`src/hdl/tidt_pkg.sv`:
```
// ----------------------------------------------------------------------------
// tidt_pkg
// Shared sizes, codes and types of the in-flight dedup table.
// ----------------------------------------------------------------------------
`default_nettype none

package tidt_pkg;

  localparam int DEPTH     = 16;
  localparam int IDX_W     = (DEPTH > 1) ? $clog2(DEPTH) : 1;
  localparam int CNT_W     = $clog2(DEPTH + 1);
  localparam int KEY_W     = 64;
  localparam int TIME_W    = 32;
  localparam int ORD_W     = 32;
  localparam int LIM_W     = 5;
  localparam int CMP_W     = (CNT_W > LIM_W) ? CNT_W : LIM_W;
  localparam int ENT_W     = KEY_W + TIME_W + ORD_W;
  localparam int OP_W      = 2;
  localparam int CFG_IDX_W = 1;
  localparam int CFG_W     = 32;
  localparam int IN_W      = KEY_W + TIME_W;
  localparam int OUT_W     = 8;

  localparam logic [OP_W-1:0] OP_BEGIN = 2'd0;
  localparam logic [OP_W-1:0] OP_END   = 2'd1;
  localparam logic [OP_W-1:0] OP_QUERY = 2'd2;

  localparam logic [CFG_IDX_W-1:0] REG_RETRY_TTL   = 1'd0;
  localparam logic [CFG_IDX_W-1:0] REG_TABLE_LIMIT = 1'd1;

  typedef enum logic [1:0] {
    S_IDLE,
    S_SWEEP,
    S_DECIDE,
    S_OUT
  } tidt_state_t;

  typedef struct packed {
    logic             match_hit;
    logic             match_active;
    logic [IDX_W-1:0] match_idx;
    logic [CNT_W-1:0] count;
    logic             free_hit;
    logic [IDX_W-1:0] free_idx;
    logic             pick_hit;
    logic [IDX_W-1:0] pick_idx;
  } tidt_scan_t;

endpackage

`default_nettype wire

```
`src/hdl/ttl_inflight_dedup_table.sv`:
```
// ----------------------------------------------------------------------------
// ttl_inflight_dedup_table
// Admission gate for background work keyed by 64-bit tags, with retry ttl
// and in-flight dedup over a small slot table held in RAM.
// ----------------------------------------------------------------------------
// After accept, the block sweeps all slot RAM entries at one entry per cycle
// through the registered RAM read, then takes one decide/write-back step and
// one output load. The next item is accepted once that output load has put
// the block back in idle, so one item is worked at a time; a finished result
// waits in the output register while the next item is taken, and if that
// register still holds an untaken result when the next one is ready, the
// block holds in its output step until the receiver takes it.
// Slot valid bits are flip-flops cleared by reset, so no clearing pass is
// needed. opcode travels in in_tuser; end and query only read the table,
// except that end writes back the in-flight flag.
// ----------------------------------------------------------------------------
`default_nettype none

module ttl_inflight_dedup_table
  import tidt_pkg::*;
(
  input  wire logic                 clk,
  input  wire logic                 rst_n,
  input  wire logic                 in_tvalid,
  output logic                      in_tready,
  input  wire logic [IN_W-1:0]      in_tdata,   // work_key[63:0], now_ticks[95:64]
  input  wire logic [OP_W-1:0]      in_tuser,   // opcode[1:0]
  output logic                      out_tvalid,
  input  wire logic                 out_tready,
  output logic [OUT_W-1:0]          out_tdata,  // granted[0], busy_res[1], zero[7:2]
  input  wire logic                 cfg_valid,
  output logic                      cfg_ready,
  input  wire logic [CFG_IDX_W-1:0] cfg_index,
  input  wire logic [CFG_W-1:0]     cfg_data
);

  tidt_state_t       state_r, state_nxt;
  logic [CNT_W-1:0]  cnt_r;
  logic              rvld_r;
  logic [IDX_W-1:0]  ridx_r;
  logic [OP_W-1:0]   op_r;
  logic [KEY_W-1:0]  key_r;
  logic [TIME_W-1:0] now_r;
  logic              go_r;
  logic [TIME_W-1:0] ttl_r;
  logic [LIM_W-1:0]  limit_r;
  logic [DEPTH-1:0]  valid_r;
  logic [ORD_W-1:0]  order_r;
  logic              res_grant_r, res_busy_r;
  logic              out_valid_r, out_grant_r, out_busy_r;

  logic              in_acc;
  logic              rd_en;
  logic [CMP_W-1:0]  cap;
  logic              full;
  logic              dec_grant, dec_evict, dec_busy, dec_end_hit;
  logic [IDX_W-1:0]  dec_tgt;
  logic              out_load;
  logic              prune_clr;
  tidt_scan_t        scan;
  logic [ENT_W-1:0]  ent_rd;
  logic              act_rd;
  logic              ent_we, act_we, act_wd;
  logic [IDX_W-1:0]  act_waddr;
  logic [ORD_W-1:0]  order_inc;

  assign in_tready = (state_r == S_IDLE);
  assign in_acc    = in_tvalid && in_tready;
  assign cfg_ready = 1'b1;
  assign rd_en     = (state_r == S_SWEEP) && (cnt_r != CNT_W'(DEPTH));
  assign cap       = (CMP_W'(limit_r) > CMP_W'(DEPTH)) ? CMP_W'(DEPTH) : CMP_W'(limit_r);
  assign full      = CMP_W'(scan.count) >= cap;
  assign order_inc = order_r + ORD_W'(1);

  always_comb begin
    dec_grant   = 1'b0;
    dec_evict   = 1'b0;
    dec_tgt     = scan.free_idx;
    if (go_r && !scan.match_hit) begin
      if (!full) begin
        dec_grant = scan.free_hit;
      end else if (scan.pick_hit) begin
        dec_grant = 1'b1;
        dec_evict = 1'b1;
        dec_tgt   = (scan.free_hit && scan.free_idx < scan.pick_idx) ?
                    scan.free_idx : scan.pick_idx;
      end
    end
    dec_busy    = (op_r == OP_QUERY) && (key_r != '0) &&
                  scan.match_hit && scan.match_active;
    dec_end_hit = (op_r == OP_END) && scan.match_hit;
  end

  assign ent_we    = (state_r == S_DECIDE) && dec_grant;
  assign act_we    = (state_r == S_DECIDE) && (dec_grant || dec_end_hit);
  assign act_wd    = dec_grant;
  assign act_waddr = dec_grant ? dec_tgt : scan.match_idx;

  tidt_ram #(
    .WIDTH (ENT_W),
    .DEPTH (DEPTH)
  ) u_ent_ram (
    .clk   (clk),
    .we    (ent_we),
    .waddr (dec_tgt),
    .wdata ({key_r, now_r, order_inc}),
    .raddr (cnt_r[IDX_W-1:0]),
    .rdata (ent_rd)
  );

  tidt_ram #(
    .WIDTH (1),
    .DEPTH (DEPTH)
  ) u_act_ram (
    .clk   (clk),
    .we    (act_we),
    .waddr (act_waddr),
    .wdata (act_wd),
    .raddr (cnt_r[IDX_W-1:0]),
    .rdata (act_rd)
  );

  tidt_scan u_scan (
    .clk        (clk),
    .rst_n      (rst_n),
    .clear      (in_acc),
    .vld        (rvld_r),
    .idx        (ridx_r),
    .slot_vld   (valid_r[ridx_r]),
    .ent        (ent_rd),
    .ent_active (act_rd),
    .prune_en   (go_r),
    .key        (key_r),
    .now        (now_r),
    .ttl        (ttl_r),
    .prune_clr  (prune_clr),
    .res        (scan)
  );

  assign out_load = (state_r == S_OUT) && (!out_valid_r || out_tready);

  always_comb begin
    state_nxt = state_r;
    case (state_r)
      S_IDLE:   if (in_acc) begin
        state_nxt = S_SWEEP;
      end
      S_SWEEP:  if (cnt_r == CNT_W'(DEPTH)) begin
        state_nxt = S_DECIDE;
      end
      S_DECIDE: state_nxt = S_OUT;
      S_OUT:    if (out_load) begin
        state_nxt = S_IDLE;
      end
      default:  state_nxt = S_IDLE;
    endcase
  end

  always_ff @(posedge clk) begin
    if (!rst_n) begin
      state_r <= S_IDLE;
    end else begin
      state_r <= state_nxt;
    end
  end

  always_ff @(posedge clk) begin
    if (!rst_n) begin
      cnt_r       <= '0;
      rvld_r      <= 1'b0;
      go_r        <= 1'b0;
      ttl_r       <= '0;
      limit_r     <= LIM_W'(16);
      valid_r     <= '0;
      order_r     <= '0;
      out_valid_r <= 1'b0;
    end else begin
      rvld_r <= rd_en;
      if (in_acc) begin
        cnt_r <= '0;
        go_r  <= (in_tuser == OP_BEGIN) && (in_tdata[KEY_W-1:0] != '0) && (cap != '0);
      end else if (rd_en) begin
        cnt_r <= cnt_r + CNT_W'(1);
      end
      if (cfg_valid && cfg_ready) begin
        case (cfg_index)
          REG_RETRY_TTL:   ttl_r   <= cfg_data[TIME_W-1:0];
          REG_TABLE_LIMIT: limit_r <= cfg_data[LIM_W-1:0];
          default:         ;
        endcase
      end
      if (prune_clr) begin
        valid_r[ridx_r] <= 1'b0;
      end
      if (state_r == S_DECIDE) begin
        if (dec_evict && dec_tgt != scan.pick_idx) begin
          valid_r[scan.pick_idx] <= 1'b0;
        end
        if (dec_grant) begin
          valid_r[dec_tgt] <= 1'b1;
          order_r          <= order_inc;
        end
      end
      if (out_load) begin
        out_valid_r <= 1'b1;
      end else if (out_tready) begin
        out_valid_r <= 1'b0;
      end
    end
  end

  always_ff @(posedge clk) begin
    ridx_r <= cnt_r[IDX_W-1:0];
    if (in_acc) begin
      op_r  <= in_tuser;
      key_r <= in_tdata[KEY_W-1:0];
      now_r <= in_tdata[KEY_W +: TIME_W];
    end
    if (state_r == S_DECIDE) begin
      res_grant_r <= dec_grant;
      res_busy_r  <= dec_busy;
    end
    if (out_load) begin
      out_grant_r <= res_grant_r;
      out_busy_r  <= res_busy_r;
    end
  end

  assign out_tvalid = out_valid_r;
  assign out_tdata  = {{(OUT_W-2){1'b0}}, out_busy_r, out_grant_r};

  a_grant_busy_excl: assert property (@(posedge clk) disable iff (!rst_n)
    out_tvalid |-> !(out_tdata[0] && out_tdata[1]))
    else $error("granted and busy_res both set");

  a_order_step: assert property (@(posedge clk) disable iff (!rst_n)
    (state_r == S_DECIDE && dec_grant) |=> order_r == $past(order_inc))
    else $error("order counter did not advance on grant");

  a_tgt_valid: assert property (@(posedge clk) disable iff (!rst_n)
    (state_r == S_DECIDE && dec_grant) |=> valid_r[$past(dec_tgt)])
    else $error("granted slot not marked valid");

  a_grant_begin: assert property (@(posedge clk) disable iff (!rst_n)
    (state_r == S_DECIDE && dec_grant) |-> (op_r == OP_BEGIN && !scan.match_hit))
    else $error("grant outside a fresh try_begin");

endmodule

`default_nettype wire

```
`src/hdl/tidt_ram.sv`:
```
// ----------------------------------------------------------------------------
// tidt_ram
// Generic single-write, single-read RAM with registered read data.
// ----------------------------------------------------------------------------
`default_nettype none

module tidt_ram #(
  parameter int WIDTH = 8,
  parameter int DEPTH = 16
) (
  input  wire logic                                         clk,
  input  wire logic                                         we,
  input  wire logic [((DEPTH > 1) ? $clog2(DEPTH) : 1)-1:0] waddr,
  input  wire logic [WIDTH-1:0]                             wdata,
  input  wire logic [((DEPTH > 1) ? $clog2(DEPTH) : 1)-1:0] raddr,
  output logic      [WIDTH-1:0]                             rdata
);

  logic [WIDTH-1:0] mem_r [DEPTH];
  logic [WIDTH-1:0] rdata_r;

  always_ff @(posedge clk) begin
    if (we) begin
      mem_r[waddr] <= wdata;
    end
    rdata_r <= mem_r[raddr];
  end

  assign rdata = rdata_r;

endmodule

`default_nettype wire

```
`src/hdl/tidt_scan.sv`:
```
// ----------------------------------------------------------------------------
// tidt_scan
// Per-slot sweep: prunes expired entries, finds the key match, counts live
// slots, and tracks the lowest free slot and the oldest completed entry.
// ----------------------------------------------------------------------------
`default_nettype none

module tidt_scan
  import tidt_pkg::*;
(
  input  wire logic              clk,
  input  wire logic              rst_n,
  input  wire logic              clear,
  input  wire logic              vld,
  input  wire logic [IDX_W-1:0]  idx,
  input  wire logic              slot_vld,
  input  wire logic [ENT_W-1:0]  ent,
  input  wire logic              ent_active,
  input  wire logic              prune_en,
  input  wire logic [KEY_W-1:0]  key,
  input  wire logic [TIME_W-1:0] now,
  input  wire logic [TIME_W-1:0] ttl,
  output logic                   prune_clr,
  output tidt_scan_t             res
);

  logic [KEY_W-1:0]  ent_key;
  logic [TIME_W-1:0] ent_time;
  logic [ORD_W-1:0]  ent_order;
  logic [TIME_W-1:0] age;
  logic              live;
  logic [ORD_W-1:0]  pick_order_r;
  tidt_scan_t        res_r;

  assign ent_key   = ent[ENT_W-1 -: KEY_W];
  assign ent_time  = ent[ORD_W +: TIME_W];
  assign ent_order = ent[ORD_W-1:0];
  assign age       = now - ent_time;
  assign prune_clr = vld && prune_en && slot_vld && !ent_active && (age >= ttl);
  assign live      = slot_vld && !prune_clr;

  always_ff @(posedge clk) begin
    if (!rst_n || clear) begin
      res_r <= '0;
    end else if (vld) begin
      if (live && ent_key == key) begin
        res_r.match_hit    <= 1'b1;
        res_r.match_active <= ent_active;
        res_r.match_idx    <= idx;
      end
      if (live) begin
        res_r.count <= res_r.count + CNT_W'(1);
      end
      if (!live && !res_r.free_hit) begin
        res_r.free_hit <= 1'b1;
        res_r.free_idx <= idx;
      end
      if (live && !ent_active && (!res_r.pick_hit || ent_order < pick_order_r)) begin
        res_r.pick_hit <= 1'b1;
        res_r.pick_idx <= idx;
        pick_order_r   <= ent_order;
      end
    end
  end

  assign res = res_r;

endmodule

`default_nettype wire
```
`config.mk`:
```
export PLATFORM = sky130hd
export DESIGN_NAME = ttl_inflight_dedup_table
export DESIGN_NICKNAME = d
export VERILOG_FILES = /design/src/hdl/tidt_pkg.sv /design/src/hdl/ttl_inflight_dedup_table.sv /design/src/hdl/tidt_ram.sv /design/src/hdl/tidt_scan.sv
export SDC_FILE = /design/constraint.sdc
export NUM_CORES = 2
export LEC_CHECK = 0
export ABC_AREA = 0
export BUFFER_PORTS_ARGS = -buffer_cell sky130_fd_sc_hd__buf_2
export CORE_ASPECT_RATIO = 0.7
export CORE_MARGIN = 8
export CORE_UTILIZATION = 62
export DETAILED_ROUTE_END_ITERATION = 8
export GPL_TIMING_DRIVEN = 0
export PLACE_DENSITY = 0.79
export SLEW_MARGIN = 10
export SYNTH_ARGS = -nofsm -noshare
export SYNTH_HDL_FRONTEND = slang
export SYNTH_HIERARCHICAL = 1
export SYNTH_SLANG_ARGS = --single-unit
```
`constraint.sdc`:
```
create_clock -name clk -period 16.2 [get_ports clk]
set_clock_uncertainty 0.1 [all_clocks]
set_input_delay 1.62 -clock clk [delete_from_list [all_inputs] [get_ports clk]]
set_output_delay 1.62 -clock clk [all_outputs]
set_load 0.1 [all_outputs]
```
# Yosys cells after proc, flatten, opt, wreduce, memory -nomap -nowiden
# Memories as Yosys holds them, arrays and structs flattened. A register that Yosys moved wholly into a read port is not among the register bits.
# Index checks and enable logic that the tools add are counted.
[word_totals]
out_inout_bits = 11
n_memories = 2
input_bits = 136
reg_bits = 254
ram_bits = 2064
[op_classes]
eq_ne = 12
muxes = 36
reduce_logical = 54
bitwise_logic = 8
n_addsub = 4
magnitude_cmp = 11
[memory_table]
columns = ["memory", "depth", "width", "read_ports", "rd_clocked_by_memory_dff", "wr", "line", "source"]
rows = [
  ["u_ent_ram.mem_r", 16, 128, 1, 1, 1, "tidt_ram.sv:19", "logic [WIDTH-1:0] mem_r [DEPTH];"],
  ["u_act_ram.mem_r", 16, 1, 1, 1, 1, "tidt_ram.sv:19", ""],
]
[op_table]
columns = ["cell", "n"]
rows = [
  ["nonzero test 64 bit", 2],
  ["2-to-1 mux 16 bit", 7],
  ["equality test 64 bit", 1],
  ["adder 32 x 1 -> 32 bit (second input constant)", 1],
  ["bitwise AND 16 bit", 2],
  [">= comparator 32 bit", 1],
  ["less-than comparator 32 bit", 1],
  ["inverter 16 bit", 2],
  ["subtractor 32 bit", 1],
  ["logical AND 1 bit", 26],
  ["2-to-1 mux 4 bit", 5],
  ["OR 16 bit", 1],
  ["less-than comparator 4 x 5 -> 1 bit (second input constant)", 3],
  ["2-to-1 mux 1 bit", 15],
  ["AND reduction 2 bit", 7],
  ["demux 1 bit (select 4 bit)", 3],
  [">= comparator 4 x 1 -> 1 bit (second input constant)", 3],
  ["adder 5 x 1 -> 5 bit (second input constant)", 2],
  ["zero test 1 bit", 8],
  ["case mux 2 bit (4 select lines)", 1],
  ["equality test 2 bit (second input constant)", 3],
  ["2-to-1 mux 2 bit", 3],
  ["AND reduction 3 bit", 2],
  ["equality test 5 bit (second input constant)", 1],
  ["other kinds (16)", 24],
]

# Logic depth before layout (Yosys ltp)
[logic_depth]
word_depth = 15
depth_mapped = 25
ltp_nobuf = 25

# Modules after synthesis
# Netlist, hierarchy kept.
[by_module_without_submodules]
columns = ["module", "area_per_inst_um2", "cells_per_inst", "instances", "seq_area_each_um2"]
rows = [
  ["tidt_ram (u_ent_ram)", 79449.9, 3357, 1, 64061.4],
  ["ttl_inflight_dedup_table", 8844.7, 807, 1, 5044.8],
  ["tidt_scan", 5703.0, 646, 1, 1381.3],
  ["tidt_ram (u_act_ram)", 745.7, 47, 1, 500.5],
]

# Least setup slack after synthesis
# No wires, ideal clock.
[synth_path]
path_type = "reg2reg"
startpoint = "register limit_r[4]"
endpoint = "memory u_ent_ram/mem_r[0][0] (netlist name), enable pin"
setup_ns = 0.772
arrival_time_ns = 10.943
path_buffers = 1
path_stages_with_launch = 12
slack_ns = 4.385
required_ns = 15.328
cell_sequence = "dfxtp_1 > inv_1 > nand2_1 > ha_1 > a21oi_1 > a21boi_2 > o211a_1 > nand2_1 > buf_6 > o21ai_0 > or3b_2 > nor3_1"
[synth_between]
elab_cells_between_ends = 10
cone_classes = "2 x order compare; 7 x mux; 1 x reduce/logical"
[synth_lines]
columns = ["element", "line", "source"]
rows = [
  ["start: declaration", "ttl_inflight_dedup_table.sv:46", "logic [LIM_W-1:0] limit_r;"],
  ["start signal: assignment", "ttl_inflight_dedup_table.sv:188", "REG_TABLE_LIMIT: limit_r <= cfg_data[LIM_W-1:0];"],
  ["greater-than comparator 5 bit", "ttl_inflight_dedup_table.sv:71", "assign cap = (CMP_W'(limit_r) > CMP_W'(DEPTH)) ? CMP_W'(DEPTH) : CMP_W'(limit_r);"],
  ["2-to-1 mux 5 bit *", "ttl_inflight_dedup_table.sv:71", ""],
  [">= comparator 5 bit *", "ttl_inflight_dedup_table.sv:72", "assign full = CMP_W'(scan.count) >= cap;"],
  ["2-to-1 mux 4 bit *", "ttl_inflight_dedup_table.sv:80", "if (!full) begin"],
  ["2-to-1 mux 4 bit *", "ttl_inflight_dedup_table.sv:79", "if (go_r && !scan.match_hit) begin"],
  ["net dec_tgt[2]", "ttl_inflight_dedup_table.sv:57", "logic [IDX_W-1:0] dec_tgt;"],
  ["end: declaration", "tidt_ram.sv:19", ""],
]
# The timed path passes the listed nets; every way through them passes the cells marked *.

# Final worst setup path
[layout_path]
startpoint = "register now_r[10]"
endpoint = "register u_scan.pick_order_r[4], enable pin"
[layout_between]
elab_chain_len = 8
[layout_lines]
columns = ["element", "line", "source"]
rows = [
  ["start: declaration", "ttl_inflight_dedup_table.sv:43", "logic [TIME_W-1:0] now_r;"],
  ["start signal: assignment", "ttl_inflight_dedup_table.sv:217", "now_r <= in_tdata[KEY_W +: TIME_W];"],
  ["subtractor 32 bit", "tidt_scan.sv:38", "assign age = now - ent_time;"],
  [">= comparator 32 bit", "tidt_scan.sv:39", "assign prune_clr = vld && prune_en && slot_vld && !ent_active && (age >= ttl);"],
  ["logical AND 1 bit", "tidt_scan.sv:39", ""],
  ["zero test 1 bit", "tidt_scan.sv:40", "assign live = slot_vld && !prune_clr;"],
  ["logical AND 1 bit", "tidt_scan.sv:40", ""],
  ["logical AND 1 bit (2 in series)", "tidt_scan.sv:58", "if (live && !ent_active && (!res_r.pick_hit || ent_order < pick_order_r)) begin"],
  ["AND reduction 3 bit (no line)", "--", ""],
  ["end signal: assignment", "tidt_scan.sv:61", "pick_order_r <= ent_order;"],
  ["end: declaration", "tidt_scan.sv:32", "logic [ORD_W-1:0] pick_order_r;"],
]
# No other way between the ends.
# A chain may end at the register's enable or synchronous reset.

==> flow_metrics.py <==
metrics = {
    "status": {
        "outcome": "finished, final reports clean",
    },
    "layout": {
        "layout.nets": 5639,
        "fin_area_mm2": 0.1082,
        "drive_gt1_frac": 0.2539,
        "final_cell_mix": "edfxtp_1 (2198), mux4_2 (482), dfxtp_1 (249), nand2_1 (241), buf_2 (230)",
        "layout_commonest_cell": "edfxtp_1",
        "syn_to_final_growth_pct": 14.20,
        "utilization": 0.7100,
    },
    "clocking": {
        "cts_buffer_depth": 3,
        "cts_made_buffers": 214,
        "cts_setup_buffers": 0,
        "cts_sinks": 2447,
        "cts_resized": 0,
        "clk_latency_ns": 0.87,
        "clkTransAtPathRegs_ns": 0.06,
        "cts-root-buf": "clkbuf_16",
        "holdBufCountCts": 0,
        "cts_max_level": 4,
        "cts_tree": "built",
    },
    "drt": {
        "antenna_left": 0,
        "viasPerCell": 6.919,
        "dr.first_iter.drc_count": 8156,
        "vias": 52650,
        "drt_pre_antenna_iters": 6,
        "wl_mm": 254.1,
        "routedWlPerCell_um": 33.40,
        "post-route-drc-count": 0,
    },
    "timing": {
        "rsz0062_at_grt": "false",
        "slew_headroom": 0.02639,
        "period_minus_slack_ns": 7.402,
        "hold_viol": 0,
        "setup_viol": 0,
        "fin_crit_sh": 0.4569,
        "slew_violations": 0,
        "fmax_mhz": 135.1,
        "layout_setup_ws_ns": 8.798,
        "worst_slew_pin_slew_ns": 1.447,
        "hold_slack_ns": 0.3240,
    },
    "logic_synthesis": {
        "synth_edf_count": 2198,
        "synthTopCellsByArea": "edfxtp_1 (70%), mux4_2 (11%), dfxtp_1 (5.3%)",
        "synth.avg_cell_area_um2": 19.51,
        "yosysTopAreaCell": "edfxtp_1",
        "synth_seq_cells": 2447,
        "ys_seq_area_frac": 0.7493,
        "yosysWarnings": 6,
        "netlist.area_leader.share": 0.6967,
        "ys.flop_type": "edfxtp_1",
        "ys_types": 89,
        "netlist_instances": 4857,
        "async_flop_share": 0,
        "synth.cell_area_mm2": 0.09474,
    },
    "placement": {
        "place_ws_ns": 9.022,
        "dp_hpwl_mm": 165.1,
        "gp_congestion": 0.8840,
        "port_buffers": 138,
        "dpl_cell_area_mm2": 0.1009,
    },
    "floorplan": {
        "coreArea_mm2": 0.1524,
        "initial_core_util": 0.6217,
        "rows": 120,
        "die_y_um": 343.1,
        "pin_count": 147,
        "die-area_mm2": 0.1658,
        "die_x_um": 483.2,
    },
    "global_routing": {
        "grtUsageMet1": 0.4241,
        "grt_pass1_vias": 52130,
        "antenna_found_initial": 15,
        "grt.busiest_layer": "met2",
        "use_met2": 0.4521,
        "grt-ovfl-total": 0,
        "grt.total_usage": 0.3014,
        "grt_max_degree": 65,
        "grt_first_pass_wirelength_mm": 362.7,
        "grt_util_met3": 0.09193,
    },
    "pwr": {
        "p_per_area_mw_per_mm2": 137.1,
        "power.leakage_nw": 35.36,
        "vdd_ir_drop_max_v": 0.0001042,
    },
    "critical_path": {
        "critPathKind": "register to register",
        "startpoint_type": "register",
        "cp_data_arrival_time_ns": 7.85,
        "path_max_fanout": 17,
        "reg2reg_setup_slack_ns": 8.80,
        "crit_path_end_kind": "register",
        "cp.required_ns": 16.65,
    },
    "flow_run": {
        "maxCapViolCount": 0,
    },
    "hold_path": {
        "min_path_type": "register to register",
    },
}
## registers in the layout (all words and copies together), names as in the netlist, 2 cells and up
| register | count |
|---|---|
| ttl_r | 32 |
| valid_r | 16 |
| ridx_r | 4 |
| u_ent_ram/mem_r | 2048 |
| state_r | 2 |
| u_ent_ram/rdata | 128 |
| key_r | 64 |
| u_act_ram/mem_r | 16 |
| now_r | 32 |
| order_r | 32 |
| u_scan/pick_order_r | 32 |
| cnt_r | 5 |
| u_scan/res | 21 |
| limit_r | 5 |
| op_r | 2 |
## kinds of logic (layout without fill, tap and decap cells)
group	count (synthesis)	in the layout	share of synthesized area
other cells	2	19	0.00007927
xor+xnor	145	145	0.01340
fa+ha+maj	111	111	0.01474
buf+inv	352	1074	0.01708
flops	2447	2447	0.7493
mux	604	604	0.1291
simple gates	640	640	0.03424
compound gates	556	556	0.04208
## critical path, cell delays in order, from the launching register on
cell      delay, ns
edfxtp_1       1.19
ha_1           0.48
nand2_1        0.13
nand3_1        0.12
o41ai_2        0.63
o21bai_1       0.11
a21oi_1        0.23
o21ai_0        0.19
xor2_1         0.20
ha_1           0.32
a21o_1         0.19
a21o_1         0.17
a21oi_1        0.20
o21ai_0        0.21
o31ai_4        0.70
nand4b_2       0.40
nor3_2         0.82
buf_6          0.26
buf_6          0.17
buf_4          0.22
## cells in the mapped netlist, types with 19 or more instances
cell type	instances
a21o_1	25
a21oi_1	101
a221oi_1	19
a22oi_1	215
buf_2	92
buf_4	21
clkbuf_1	92
dfxtp_1	249
edfxtp_1	2198
ha_1	110
inv_1	124
mux2_2	72
mux2i_1	45
mux4_2	482
nand2_1	241
nand2b_1	30
nand3_1	37
nand4_1	38
nor2_1	94
nor2b_1	48
nor3_1	20
nor4_1	57
o211ai_1	21
o21ai_0	62
o221ai_1	23
xnor2_1	53
xor2_1	92
## report_power, final
group	internal [W]	switching (W)
Combinational	0.000888	0.00120
Clock	0.00286	0.00228
Sequential	0.00724	0.000360
## routing by layer
metal  part of all wire  wire length [µm]
met5            0.00019                49
met4              0.040             10170
met3               0.14             36730
met2               0.45            114100
met1               0.37             93050
## layout make-up
cell class                 count  area (µm²)
timing repair buffer         314        3468
clock inverter               106        1046
antenna                       12       30.03
clock buffer                 302        6058
inverter                     125       474.2
tap                         2013        2519
fill                        8557       44200
buffer                       227        1157
sequential                  2447       70990
multi-input combinational   2063       22460
## path summary, 6_finish.rpt
path               startpoint                      to  cells after the start
setup / recovery    now_r[10]  u_scan/pick_order_r[4]                     19
hold / removal    res_grant_r             out_grant_r                      0
setup reg to reg    now_r[10]  u_scan/pick_order_r[4]                     19
hold reg to reg   res_grant_r             out_grant_r                      0
## through the flow
step           TNS [ns]  cells  power [W]
6_report              0   7609    0.01483
5_1_grt               0   7599    0.01524
4_1_cts               0   7597    0.01483
3_5_place_dp          0   7189   0.009758
3_3_place_gp   -3548.52   7013   0.009683
2_1_floorplan         0   4862   0.008987
(Power assumes the default switching activity.)
